<file path="src/rtl/core/sst_pkg.sv">
// Shared types and constants for the speech segment tracker.
// Self-contained; used by speech_segment_tracker.
`default_nettype none

package sst_pkg;

  // Fixed field and register widths.
  localparam int unsigned ProbBits  = 16;
  localparam int unsigned LenBits   = 32;
  localparam int unsigned CfgIdxBits = 3;
  localparam int unsigned OutBits   = 32;

  // Hysteresis band width, 0.15 in Q0.16.
  localparam logic [ProbBits-1:0] BandWidth = 16'd9830;

  // Configuration register indexes.
  localparam logic [CfgIdxBits-1:0] CFG_SPEECH_THRESHOLD = 3'd0;
  localparam logic [CfgIdxBits-1:0] CFG_WINDOW_SAMPLES   = 3'd1;
  localparam logic [CfgIdxBits-1:0] CFG_MIN_SILENCE_LEN  = 3'd2;
  localparam logic [CfgIdxBits-1:0] CFG_MIN_SPEECH_LEN   = 3'd3;
  localparam logic [CfgIdxBits-1:0] CFG_MAX_SPEECH_LEN   = 3'd4;
  localparam logic [CfgIdxBits-1:0] CFG_LONG_SILENCE_LEN = 3'd5;

  // Configuration reset values.
  localparam logic [ProbBits-1:0] RstSpeechThreshold = 16'd6554;
  localparam logic [ProbBits-1:0] RstWindowSamples   = 16'd512;
  localparam logic [LenBits-1:0]  RstMinSilenceLen   = 32'd0;
  localparam logic [LenBits-1:0]  RstMinSpeechLen    = 32'd1024;
  localparam logic [LenBits-1:0]  RstMaxSpeechLen    = 32'hFFFF_FFFF;
  localparam logic [LenBits-1:0]  RstLongSilenceLen  = 32'd1568;

  // Input operation codes.
  typedef enum logic {
    OP_WINDOW = 1'b0,
    OP_FLUSH  = 1'b1
  } op_e;

  // Reason a segment was closed.
  typedef enum logic [1:0] {
    CAUSE_SILENCE   = 2'd0,
    CAUSE_SPLIT     = 2'd1,
    CAUSE_FORCED    = 2'd2,
    CAUSE_STREAM_END = 2'd3
  } cause_e;

endpackage

`default_nettype wire

</file>
<file path="src/rtl/core/speech_segment_tracker.sv">
// Speech segment tracker top level: hysteresis segmentation of per-window speech
// probabilities into start/end sample positions. Depends on sst_pkg.
//
// Channel   Dir  Signals                      Contents (low bits first)
// s_axis    in   tvalid/tready/tdata/tuser    tdata: voice_prob, tail_samples; tuser: operation
// m_axis    out  tvalid/tready/tdata/tuser    tdata: segment_start, segment_end; tuser: close_cause
// cfg       in   cfg_we_i/cfg_idx_i/cfg_wdata_i  register write, no read-back
//
// One item per clock while the output is not stalled; an item is held in the input register and
// its result is written from there into the output register.
// The state update for an item is one pass through an add, a subtract and compares.
// An item that produces a segment waits in the input register only while the output
// register still holds an untaken result; items without a result move on at once unless
// an earlier item with a result is still waiting ahead of them.
// Reset clears the stream state and loads the register defaults; there is no clearing pass.
`default_nettype none

module speech_segment_tracker #(
  parameter int unsigned POSITION_BITS = 32
) (
  input  wire logic        clk_i,
  input  wire logic        rst_ni,

  input  wire logic        s_axis_tvalid_i,
  output logic             s_axis_tready_o,
  input  wire logic [31:0] s_axis_tdata_i,   // [15:0] voice_prob, [31:16] tail_samples
  input  wire logic        s_axis_tuser_i,   // [0] operation

  output logic             m_axis_tvalid_o,
  input  wire logic        m_axis_tready_i,
  output logic [63:0]      m_axis_tdata_o,   // [31:0] segment_start, [63:32] segment_end
  output logic [1:0]       m_axis_tuser_o,   // [1:0] close_cause

  input  wire logic                              cfg_we_i,
  input  wire logic [sst_pkg::CfgIdxBits-1:0]    cfg_idx_i,
  input  wire logic [sst_pkg::LenBits-1:0]       cfg_wdata_i
);

  localparam int unsigned PW    = POSITION_BITS;
  localparam int unsigned CMP_W = (PW > sst_pkg::LenBits) ? PW : sst_pkg::LenBits;
  localparam int unsigned PB    = sst_pkg::ProbBits;

  typedef logic [PW-1:0]    pos_t;
  typedef logic [CMP_W-1:0] cmp_t;

  // Saturating add of a 16-bit amount to a position.
  function automatic pos_t sat_add(input pos_t a, input logic [PB-1:0] b);
    logic [PW:0] sum;
    sum = {1'b0, a} + (PW+1)'(b);
    return sum[PW] ? {PW{1'b1}} : sum[PW-1:0];
  endfunction

  // Difference that stops at zero.
  function automatic pos_t floor_sub(input pos_t a, input pos_t b);
    return (a > b) ? (a - b) : '0;
  endfunction

  // Configuration registers.
  logic [PB-1:0]                thr_q;
  logic [PB-1:0]                win_q;
  logic [sst_pkg::LenBits-1:0]  min_sil_q, min_speech_q, max_speech_q, long_sil_q;

  always_ff @(posedge clk_i or negedge rst_ni) begin
    if (!rst_ni) begin
      thr_q        <= sst_pkg::RstSpeechThreshold;
      win_q        <= sst_pkg::RstWindowSamples;
      min_sil_q    <= sst_pkg::RstMinSilenceLen;
      min_speech_q <= sst_pkg::RstMinSpeechLen;
      max_speech_q <= sst_pkg::RstMaxSpeechLen;
      long_sil_q   <= sst_pkg::RstLongSilenceLen;
    end else if (cfg_we_i) begin
      unique case (cfg_idx_i)
        sst_pkg::CFG_SPEECH_THRESHOLD: thr_q        <= cfg_wdata_i[PB-1:0];
        sst_pkg::CFG_WINDOW_SAMPLES:   win_q        <= cfg_wdata_i[PB-1:0];
        sst_pkg::CFG_MIN_SILENCE_LEN:  min_sil_q    <= cfg_wdata_i;
        sst_pkg::CFG_MIN_SPEECH_LEN:   min_speech_q <= cfg_wdata_i;
        sst_pkg::CFG_MAX_SPEECH_LEN:   max_speech_q <= cfg_wdata_i;
        sst_pkg::CFG_LONG_SILENCE_LEN: long_sil_q   <= cfg_wdata_i;
        default: ;
      endcase
    end
  end

  // Input register.
  logic          in_valid_q, in_valid_d;
  sst_pkg::op_e  op_q;
  logic [PB-1:0] prob_q, tail_q;
  logic          in_accept, advance;

  // Stream state; in_speech_q also marks that a segment is open.
  logic in_speech_q, in_speech_d;
  pos_t position_q, position_d;
  pos_t silence_start_q, silence_start_d;
  pos_t split_end_q, split_end_d;
  pos_t resume_start_q, resume_start_d;
  pos_t open_start_q, open_start_d;

  // Result register.
  logic            out_valid_q, out_valid_d;
  logic [31:0]     res_start_q, res_end_q;
  sst_pkg::cause_e res_cause_q;

  // Per-item evaluation.
  logic            emit_c;
  pos_t            res_start_c, res_end_c;
  sst_pkg::cause_e res_cause_c;
  pos_t            pos_add, win_start, ss_eff, quiet;
  logic            is_speech, below_band, too_long, long_quiet, may_close;

  assign pos_add    = sat_add(position_q, win_q);
  assign win_start  = floor_sub(pos_add, PW'(win_q));
  assign is_speech  = (prob_q >= thr_q);
  assign below_band = (thr_q >= sst_pkg::BandWidth) && (prob_q < (thr_q - sst_pkg::BandWidth));
  assign too_long   = in_speech_q &&
                      (CMP_W'(floor_sub(pos_add, open_start_q)) > CMP_W'(max_speech_q));
  assign ss_eff     = (silence_start_q == '0) ? pos_add : silence_start_q;
  assign quiet      = floor_sub(pos_add, ss_eff);
  assign long_quiet = CMP_W'(quiet) > CMP_W'(long_sil_q);
  assign may_close  = (CMP_W'(quiet) >= CMP_W'(min_sil_q)) &&
                      (CMP_W'(floor_sub(ss_eff, open_start_q)) > CMP_W'(min_speech_q));

  // Next stream state and the result of the item in the input register.
  always_comb begin
    in_speech_d     = in_speech_q;
    position_d      = position_q;
    silence_start_d = silence_start_q;
    split_end_d     = split_end_q;
    resume_start_d  = resume_start_q;
    open_start_d    = open_start_q;
    emit_c          = 1'b0;
    res_start_c     = open_start_q;
    res_end_c       = pos_add;
    res_cause_c     = sst_pkg::CAUSE_SILENCE;

    if (op_q == sst_pkg::OP_FLUSH) begin
      // End of stream: report the open segment and start over.
      emit_c          = in_speech_q;
      res_end_c       = sat_add(position_q, tail_q);
      res_cause_c     = sst_pkg::CAUSE_STREAM_END;
      in_speech_d     = 1'b0;
      position_d      = '0;
      silence_start_d = '0;
      split_end_d     = '0;
      resume_start_d  = '0;
      open_start_d    = '0;
    end else begin
      position_d = pos_add;
      if (is_speech) begin
        // Speech cancels a pending silence and opens a segment if none is open.
        if (silence_start_q != '0) begin
          silence_start_d = '0;
          if (resume_start_q < split_end_q) resume_start_d = win_start;
        end
        if (!in_speech_q) begin
          in_speech_d  = 1'b1;
          open_start_d = win_start;
        end
      end else if (too_long) begin
        // Over the maximum length: split at the remembered silence or force a close.
        emit_c = 1'b1;
        if (split_end_q != '0) begin
          res_end_c   = split_end_q;
          res_cause_c = sst_pkg::CAUSE_SPLIT;
          if (resume_start_q < split_end_q) begin
            in_speech_d  = 1'b0;
            open_start_d = '0;
          end else begin
            open_start_d = resume_start_q;
          end
        end else begin
          res_cause_c  = sst_pkg::CAUSE_FORCED;
          in_speech_d  = 1'b0;
          open_start_d = '0;
        end
        split_end_d     = '0;
        resume_start_d  = '0;
        silence_start_d = '0;
      end else if (below_band && in_speech_q) begin
        // Silence inside a segment: track it and close when long enough.
        silence_start_d = ss_eff;
        if (long_quiet) split_end_d = ss_eff;
        if (may_close) begin
          emit_c          = 1'b1;
          res_end_c       = ss_eff;
          res_cause_c     = sst_pkg::CAUSE_SILENCE;
          in_speech_d     = 1'b0;
          open_start_d    = '0;
          split_end_d     = '0;
          resume_start_d  = '0;
          silence_start_d = '0;
        end
      end
    end
  end

  // Handshake: an item without a result always moves on; one with a result needs room.
  assign advance         = in_valid_q && (!emit_c || !out_valid_q || m_axis_tready_i);
  assign s_axis_tready_o = !in_valid_q || advance;
  assign in_accept       = s_axis_tvalid_i && s_axis_tready_o;

  always_comb begin
    in_valid_d = in_valid_q;
    if (in_accept)    in_valid_d = 1'b1;
    else if (advance) in_valid_d = 1'b0;
    out_valid_d = out_valid_q;
    if (advance && emit_c)     out_valid_d = 1'b1;
    else if (m_axis_tready_i)  out_valid_d = 1'b0;
  end

  // Control registers.
  always_ff @(posedge clk_i or negedge rst_ni) begin
    if (!rst_ni) begin
      in_valid_q      <= 1'b0;
      out_valid_q     <= 1'b0;
      in_speech_q     <= 1'b0;
      position_q      <= '0;
      silence_start_q <= '0;
      split_end_q     <= '0;
      resume_start_q  <= '0;
      open_start_q    <= '0;
    end else begin
      in_valid_q  <= in_valid_d;
      out_valid_q <= out_valid_d;
      if (advance) begin
        in_speech_q     <= in_speech_d;
        position_q      <= position_d;
        silence_start_q <= silence_start_d;
        split_end_q     <= split_end_d;
        resume_start_q  <= resume_start_d;
        open_start_q    <= open_start_d;
      end
    end
  end

  // Payload registers.
  always_ff @(posedge clk_i) begin
    if (in_accept) begin
      op_q   <= sst_pkg::op_e'(s_axis_tuser_i);
      prob_q <= s_axis_tdata_i[15:0];
      tail_q <= s_axis_tdata_i[31:16];
    end
    if (advance && emit_c) begin
      res_start_q <= 32'(res_start_c);
      res_end_q   <= 32'(res_end_c);
      res_cause_q <= res_cause_c;
    end
  end

  assign m_axis_tvalid_o = out_valid_q;
  assign m_axis_tdata_o  = {res_end_q, res_start_q};
  assign m_axis_tuser_o  = res_cause_q;

  // Outside a segment no marks are left behind.
  a_idle_clean: assert property (@(posedge clk_i) disable iff (!rst_ni)
    !in_speech_q |-> (silence_start_q == '0 && split_end_q == '0 &&
                      resume_start_q == '0 && open_start_q == '0))
    else $error("stale segment marks outside a segment");

  // A split point never lies ahead of the current position.
  a_split_behind: assert property (@(posedge clk_i) disable iff (!rst_ni)
    split_end_q <= position_q)
    else $error("split point beyond position");

  // The position only moves forward between flushes.
  a_pos_monotonic: assert property (@(posedge clk_i) disable iff (!rst_ni)
    (advance && op_q == sst_pkg::OP_WINDOW) |=> position_q >= $past(position_q))
    else $error("position moved backward");

  // A flush returns the stream to its start.
  a_flush_clears: assert property (@(posedge clk_i) disable iff (!rst_ni)
    (advance && op_q == sst_pkg::OP_FLUSH) |=> (position_q == '0 && !in_speech_q))
    else $error("flush did not clear the stream state");

endmodule

`default_nettype wire
</file>
<file path="config.mk">
export PLATFORM = sky130hd
export DESIGN_NAME = speech_segment_tracker
export DESIGN_NICKNAME = d
export VERILOG_FILES = /design/src/rtl/core/sst_pkg.sv /design/src/rtl/core/speech_segment_tracker.sv
export SDC_FILE = /design/constraint.sdc
export NUM_CORES = 1
export LEC_CHECK = 0
export BUFFER_PORTS_ARGS = -buffer_cell sky130_fd_sc_hd__buf_2
export CAP_MARGIN = 0
export CORE_MARGIN = 1
export CORE_UTILIZATION = 55
export DETAILED_ROUTE_END_ITERATION = 7
export GPL_ROUTABILITY_DRIVEN = 0
export GPL_TIMING_DRIVEN = 0
export PLACE_DENSITY = 0.75
export SYNTH_ARGS = -nofsm -noshare
export SYNTH_HDL_FRONTEND = slang
export SYNTH_SLANG_ARGS = --single-unit
</file>
<file path="constraint.sdc">
create_clock -name clk_i -period 10.5 [get_ports clk_i]
set_input_delay 0.525 -clock clk_i [delete_from_list [all_inputs] [get_ports clk_i]]
set_output_delay 0.525 -clock clk_i [all_outputs]
set_load 0.02 [all_outputs]
</file>
* After elaboration in Yosys (flattened, before gate mapping)
Cells that the tools add are included.
Storage, ports and cells: bits of input ports 73, register bits 422, output and inout port bits 68, word-level logic and storage cells 141, memories 0, latch bits 0, RAM bits 0, ROM bits 0
Cells by class: bitwise gates (word level) 0, div/mod/pow operators 0, equality and inequality tests 10, reductions and logical operators 34, shift operators 0, multiplexer cells 58, magnitude comparators 12, multiply operators 0, add/sub/neg operators 7
Operator list (count):
- 32-bit two-way mux | 39
- 32-bit > comparator | 6
- 32-bit subtractor | 3
- 32-bit by 16-bit adder with 33-bit output | 2
- 32-bit nonzero test | 2
- 32-bit greater-or-equal comparator | 1
- 32-bit by 16-bit > comparator with 1-bit output | 1
- 32-bit logical NOT | 1
- 32-bit less-than comparator | 1
- 32-bit by 16-bit subtractor with 32-bit output | 1
- 16-bit by 14-bit greater-or-equal comparator with 1-bit output, second input constant | 1
- 16-bit greater-or-equal comparator | 1
- 16-bit less-than comparator | 1
- 1-bit two-way mux | 16
- 16-bit by 14-bit subtractor with 16-bit output, second input constant | 1
- 2-bit AND reduction | 6
- 4-bit AND reduction | 3
- 4-bit nonzero test | 3
- 1-bit logical AND | 7
- 3-bit by 2-bit == test with 1-bit output, second input constant | 2
- 3-bit == test, second input constant | 2
- 2-bit two-way mux | 3
- 3-bit by 2-bit != test with 1-bit output, second input constant | 2
- 5-bit != test, second input constant | 1
- other kinds (10) | 15

* Depth between registers and ports, before layout
word-level depth 19, gate-level depth with buffers 38, depth with buffers taken out 33

* Worst setup path after synthesis
No wires, ideal clock.
path type register to register, from reg win_q[0], to reg op_q (enable), path buffers 4, slack 706 ps, setup time 443 ps, cell stages (with the launch flop) 35, period minus slack after synthesis 9794 ps, arrival 9350 ps, path through dfrtp_1 ha_1 fa_1 a211oi_2 o211ai_2 a211oi_2 buf_2 or3_1 clkbuf_1 clkbuf_1 nand2b_1 a21oi_1 fa_1 nor2b_1 o21a_1 o21ai_0 a21oi_1 nor2_1 o31ai_1 a211oi_1 o21ai_0 a21boi_1 clkbuf_1 nor2_1 ha_1 nand4_1 nor4_1 nand4_1 o21ai_0 o31a_1 o21a_1 a211oi_4 o21ai_0 nand2_1 a31oi_1
Between the ends: longest elaborated chain between the ends 18, elaborated cells between the ends (all ways) 28
Ends and longest elaborated chain:
- start, declared | line speech_segment_tracker.sv:60 | logic [PB-1:0] win_q;
- start signal, assigned | line speech_segment_tracker.sv:66 | win_q <= sst_pkg::RstWindowSamples;
- start signal, assigned | line speech_segment_tracker.sv:74 | sst_pkg::CFG_WINDOW_SAMPLES: win_q <= cfg_wdata_i[PB-1:0];
- 32-bit by 16-bit adder with 33-bit output (*) | line speech_segment_tracker.sv:49 | sum = {1'b0, a} + (PW+1)'(b);
- 32-bit two-way mux (*) | line speech_segment_tracker.sv:50 | return sum[PW] ? {PW{1'b1}} : sum[PW-1:0];
- 32-bit two-way mux | line speech_segment_tracker.sv:116 | assign ss_eff = (silence_start_q == '0) ? pos_add : silence_start_q;
- 32-bit subtractor or 32-bit > comparator (tied branches) | line speech_segment_tracker.sv:55 | return (a > b) ? (a - b) : '0;
- 32-bit two-way mux | line speech_segment_tracker.sv:55
- 32-bit greater-or-equal comparator or 32-bit > comparator (tied branches) | line speech_segment_tracker.sv:119, speech_segment_tracker.sv:120
- 1-bit logical AND | line speech_segment_tracker.sv:119 | assign may_close = (CMP_W'(quiet) >= CMP_W'(min_sil_q)) &&
- 1-bit two-way mux | line speech_segment_tracker.sv:182 | if (may_close) begin
- [... 2 more ...]
- 1-bit two-way mux (*) | line speech_segment_tracker.sv:148 | if (is_speech) begin
- 1-bit two-way mux (*) | line speech_segment_tracker.sv:135 | if (op_q == sst_pkg::OP_FLUSH) begin
- 1-bit logical NOT (*) | line speech_segment_tracker.sv:197 | assign advance = in_valid_q && (!emit_c || !out_valid_q || m_axis_tready_i);
- 1-bit logical OR (*) (2 in series) | line speech_segment_tracker.sv:197
- 1-bit logical AND (*) | line speech_segment_tracker.sv:197
- 1-bit logical OR (*) | line speech_segment_tracker.sv:198 | assign s_axis_tready_o = !in_valid_q || advance;
- 1-bit logical AND (*) | line speech_segment_tracker.sv:199 | assign in_accept = s_axis_tvalid_i && s_axis_tready_o;
- named net in_accept | line speech_segment_tracker.sv:88 | logic in_accept, advance;
- end signal, assigned | line speech_segment_tracker.sv:238 | op_q <= sst_pkg::op_e'(s_axis_tuser_i);
- end, declared | line speech_segment_tracker.sv:86 | sst_pkg::op_e op_q;
Mark *: on every way through the listed nets, which the timed path passes. The rest lies on a longest branch. A chain may end at the register's enable or synchronous reset.

* Worst setup path in the final report
from reg position_q[0], to reg res_end_q[16] (data pin)
Between the ends: longest elaborated chain between the ends 12, elaborated cells between the ends (all ways) 25
Ends and longest elaborated chain:
- start, declared | line speech_segment_tracker.sv:92 | pos_t position_q, position_d;
- start signal, assigned | line speech_segment_tracker.sv:226 | position_q <= position_d;
- 32-bit by 16-bit adder with 33-bit output | line speech_segment_tracker.sv:49
- 32-bit two-way mux | line speech_segment_tracker.sv:50
- 32-bit two-way mux | line speech_segment_tracker.sv:116
- 32-bit subtractor or 32-bit > comparator (tied branches) | line speech_segment_tracker.sv:55
- 32-bit two-way mux | line speech_segment_tracker.sv:55
- 32-bit greater-or-equal comparator or 32-bit > comparator (tied branches) | line speech_segment_tracker.sv:119, speech_segment_tracker.sv:120
- 1-bit logical AND | line speech_segment_tracker.sv:119
- 32-bit two-way mux | line speech_segment_tracker.sv:182
- 32-bit two-way mux | line speech_segment_tracker.sv:178 | end else if (below_band && in_speech_q) begin
- 32-bit two-way mux | line speech_segment_tracker.sv:158 | end else if (too_long) begin
- 32-bit two-way mux | line speech_segment_tracker.sv:148
- 32-bit two-way mux (*) | line speech_segment_tracker.sv:135
- named net res_end_c[16] | line speech_segment_tracker.sv:105 | pos_t res_start_c, res_end_c;
- end signal, assigned | line speech_segment_tracker.sv:244 | res_end_q <= 32'(res_end_c);
- end, declared | line speech_segment_tracker.sv:100 | logic [31:0] res_start_q, res_end_q;
Marked as above.

==> impl_metrics.yaml <==
place:
  port_buffers: 139
  post-place-ws_ps: -2220
  hpwl_mm: 83.6
layout:
  drive_gt1_share_pct: 14.7
  fill_cells: 4731
  final_nets: 4061
  multi_input_area_mm2: 0.0184
  syn_to_final_growth_pct: 12.2
  regArea_mm2: 0.0111
  diodes: 0
route:
  drc: 0
  ant_nets: 0
  routed_wirelength_mm: 107
  drtIter0Drc: 3183
  vias: 28400
  dr.pass1.iters: 8
  wire_per_inst_um: 24.1
  vias_per_cell: 6.39
status:
  failed_checks: "hold timing"
  status: "finished, violations left"
critical_path:
  crit_path_max_fanout: 10
  crit_path_top_delay_cell: "o2111ai_2"
  rrSetupSlack_ps: 130
  cp-end-kind: "flip-flop"
  max_stage_delay_ps: 630
  r2r-start: "position_q[0]$_DFFE_PN0P_"
  crit_required_ps: 10830
  crit_arrival_ps: 10700
  crit_type: "flip-flop to flip-flop"
  r2r_cells: 33
  r2r-end: "res_end_q[16]$_DFFE_PP_"
  critPathLaunchType: "flip-flop"
timing:
  layout_setup_ws_ps: 128
  layout_worst_path_cycle_share_pct: 98.8
  hold_viol: 9
  worst_pin_slew_ps: 1490
  setup_viol: 0
  maxSlewHeadroom_pct: 0.920
  whs_ps: -35.3
  finalCriticalPeriod_ps: 10370
  drv_slew: 0
  clock.fmax_ghz: 0.0964
  finalClockSkew_ps: 45.0
synth:
  synth-edff-count: 99
  ys_types: 102
  ys_seq_elements: 422
  synth.net_count: 3857
  synth_async_sr_flop_share_pct: 76.5
  yosysSeqAreaShare_pct: 35.9
  avgSynthCellArea_um2: 8.98
  yosys_warnings: 0
  synth_top_flop_cell: "dfrtp_1"
  syn_area_mm2: 0.0310
  synthCells: 3446
floorplanning:
  coreArea_mm2: 0.0553
  num_rows: 86
  ioPinCount: 141
  start_util_pct: 56.0
  die_h_um: 239
  dieArea_mm2: 0.0572
  die-width_um: 239
min_path:
  hold_path_class: "primary input to async pin"
cts:
  cts.sinks: 422
  cts_tree: "done"
  ctsHtreeMaxLevel: 2
  root_buffer: "clkbuf_16"
  path_clk_slew_ps: 60
  clkLatencyLatePin_ps: 630
  clk_path_buf_depth: 3
  holdBufCountCts: 0
  numCtsBuffers: 48
grt:
  grt_remaining_overflow: 0
  grt_pass1_vias: 26900
  track_usage_pct: 37.3
  antenna_found_initial: 2
  grt_pass1_wl_mm: 160
  grt_max_degree: 123
flow_run:
  cap_violations: 0
cells in the final DEF, fill, tap and decap left out, types with 11 or more instances in the layout:
cell and n:
a211oi_1 21, a21o_1 110, a21oi_1 213, a21oi_2 12, a221oi_1 12, a22oi_1 17, a2bb2oi_1 18, a31oi_1 26
and2_1 15, and3_1 21, and4_1 11, buf_2 158, buf_4 13, clkbuf_1 100, clkbuf_16 50, dfrtp_1 279
dfstp_2 44, edfxtp_1 99, ha_1 332, inv_1 320, mux2_2 133, nand2_1 283, nand2b_1 25, nand3_1 58
nand4_1 65, nor2_1 271, nor2b_1 40, nor3_1 59, nor4_1 34, o211ai_1 25, o21a_1 29, o21ai_0 284
o21ai_1 13, o21bai_1 20, o221ai_1 17, o31ai_1 45, or2_2 19, or3_1 20, xnor2_1 92, xor2_1 49
final cells by class:
type	count	area share (%)
inverters	324	3.50
clock buffers	69	3.98
plain buffers	124	1.58
well taps	748	2.69
flip-flops and latches	422	32.0
repair buffers	154	2.56
clock inverters	19	0.713
multi-input cells	2576	53.0
how the worst max path moves through the flow:
stage / slack [ps] / from / depth (start not counted) / end
6_report: 130 / position_q[0]$_DFFE_PN0P_ / 33 / res_end_q[16]$_DFFE_PP_
5_1_grt: -20 / position_q[0]$_DFFE_PN0P_ / 35 / s_axis_tready_o
4_1_cts: 70 / position_q[0]$_DFFE_PN0P_ / 36 / s_axis_tready_o
3_5_place_dp: -2220 / position_q[0]$_DFFE_PN0P_ / 36 / res_end_q[28]$_DFFE_PP_
3_3_place_gp: -3330 / position_q[0]$_DFFE_PN0P_ / 34 / tail_q[14]$_DFFE_PP_
2_1_floorplan: 710 / win_q[0]$_DFFE_PN0P_ / 34 / op_q$_DFFE_PP_
flip-flops by register name, indices dropped and copies added (netlist names):
name	cells
prob_q	16
split_end_q	32
in_valid_q	1
open_start_q	32
long_sil_q	32
res_end_q	32
min_sil_q	32
win_q	16
silence_start_q	32
res_start_q	32
m_axis_tuser_o	2
m_axis_tvalid_o	1
min_speech_q	32
tail_q	16
in_speech_q	1
op_q	1
thr_q	16
position_q	32
resume_start_q	32
max_speech_q	32
kinds of logic after synthesis:
| kind of cell | count (synthesis) | synth area share (%) |
|---|---|---|
| AOI/OAI and AO/OA | 989 | 20.6 |
| and+or+nand+nor | 965 | 14.9 |
| buffers and inverters | 448 | 5.62 |
| DFF | 422 | 35.9 |
| adders and majority gates | 338 | 13.8 |
| xor gates and xnor gates | 143 | 4.05 |
| muxes | 141 | 5.10 |
Yosys cell counts (41+ instances only):
library cell,count,share of area (%)
ha_1,332,13
inv_1,321,3.9
o21ai_0,287,4.6
nand2_1,286,3.5
dfrtp_1,279,23
nor2_1,271,3.3
a21oi_1,231,3.7
mux2_2,133,4.8
a21o_1,110,2.7
edfxtp_1,99,9.6
clkbuf_1,97,1.2
xnor2_1,92,2.6
nand4_1,65,1.3
nor3_1,62,1.0
nand3_1,58,0.94
xor2_1,51,1.4
o31ai_1,47,1.1
dfstp_2,44,3.7
nor2b_1,41,0.83
through the flow:
stage / area (µm²) / instances / setup TNS, ps / util [%] / hold WS, ps
floorplan: 31000 / 3446 / 0 / - / 229
global placement: 32600 / 4333 / -582500 / 58.9 / 460
detailed placement: 32700 / 4338 / -401980 / 59.2 / 462
CTS: 34600 / 4429 / 0 / 62.5 / 53.0
global route: 34700 / 4436 / -19.0 / 62.8 / 65.0
finish: 34700 / 4436 / 0 / 62.8 / -35.3
metal layers:
metal	GRT usage, %	share of wire [%]	vias up
met5	0	0.021	-
met4	24.3	7.6	4
met3	9.84	11	395
met2	57.4	44	1598
met1	46.4	38	13500
li1	-	-	12800
worst max-delay path, delay by kind of cell (launching register included):
family                   cells  cell delay, ps
multiplexers                 1             220
buffers and inverters        3             780
AO/OA/AOI/OAI               14            4200
flip-flops                   1             450
adder cells (fa/ha/maj)      4            1310
AND/OR/NAND/NOR             10            2670
XOR/XNOR                     1             430
timing repair:
action / CTS / global route
gates resized for setup: 45 / 35
setup endpoints to repair: 297 / 258
gates cloned: 0 / 0
pin swaps: 2 / 7
setup buffers: 3 / 6
Power is not shown: default switching activity piles up to over one toggle a cycle in this logic, so the estimate is an artifact.
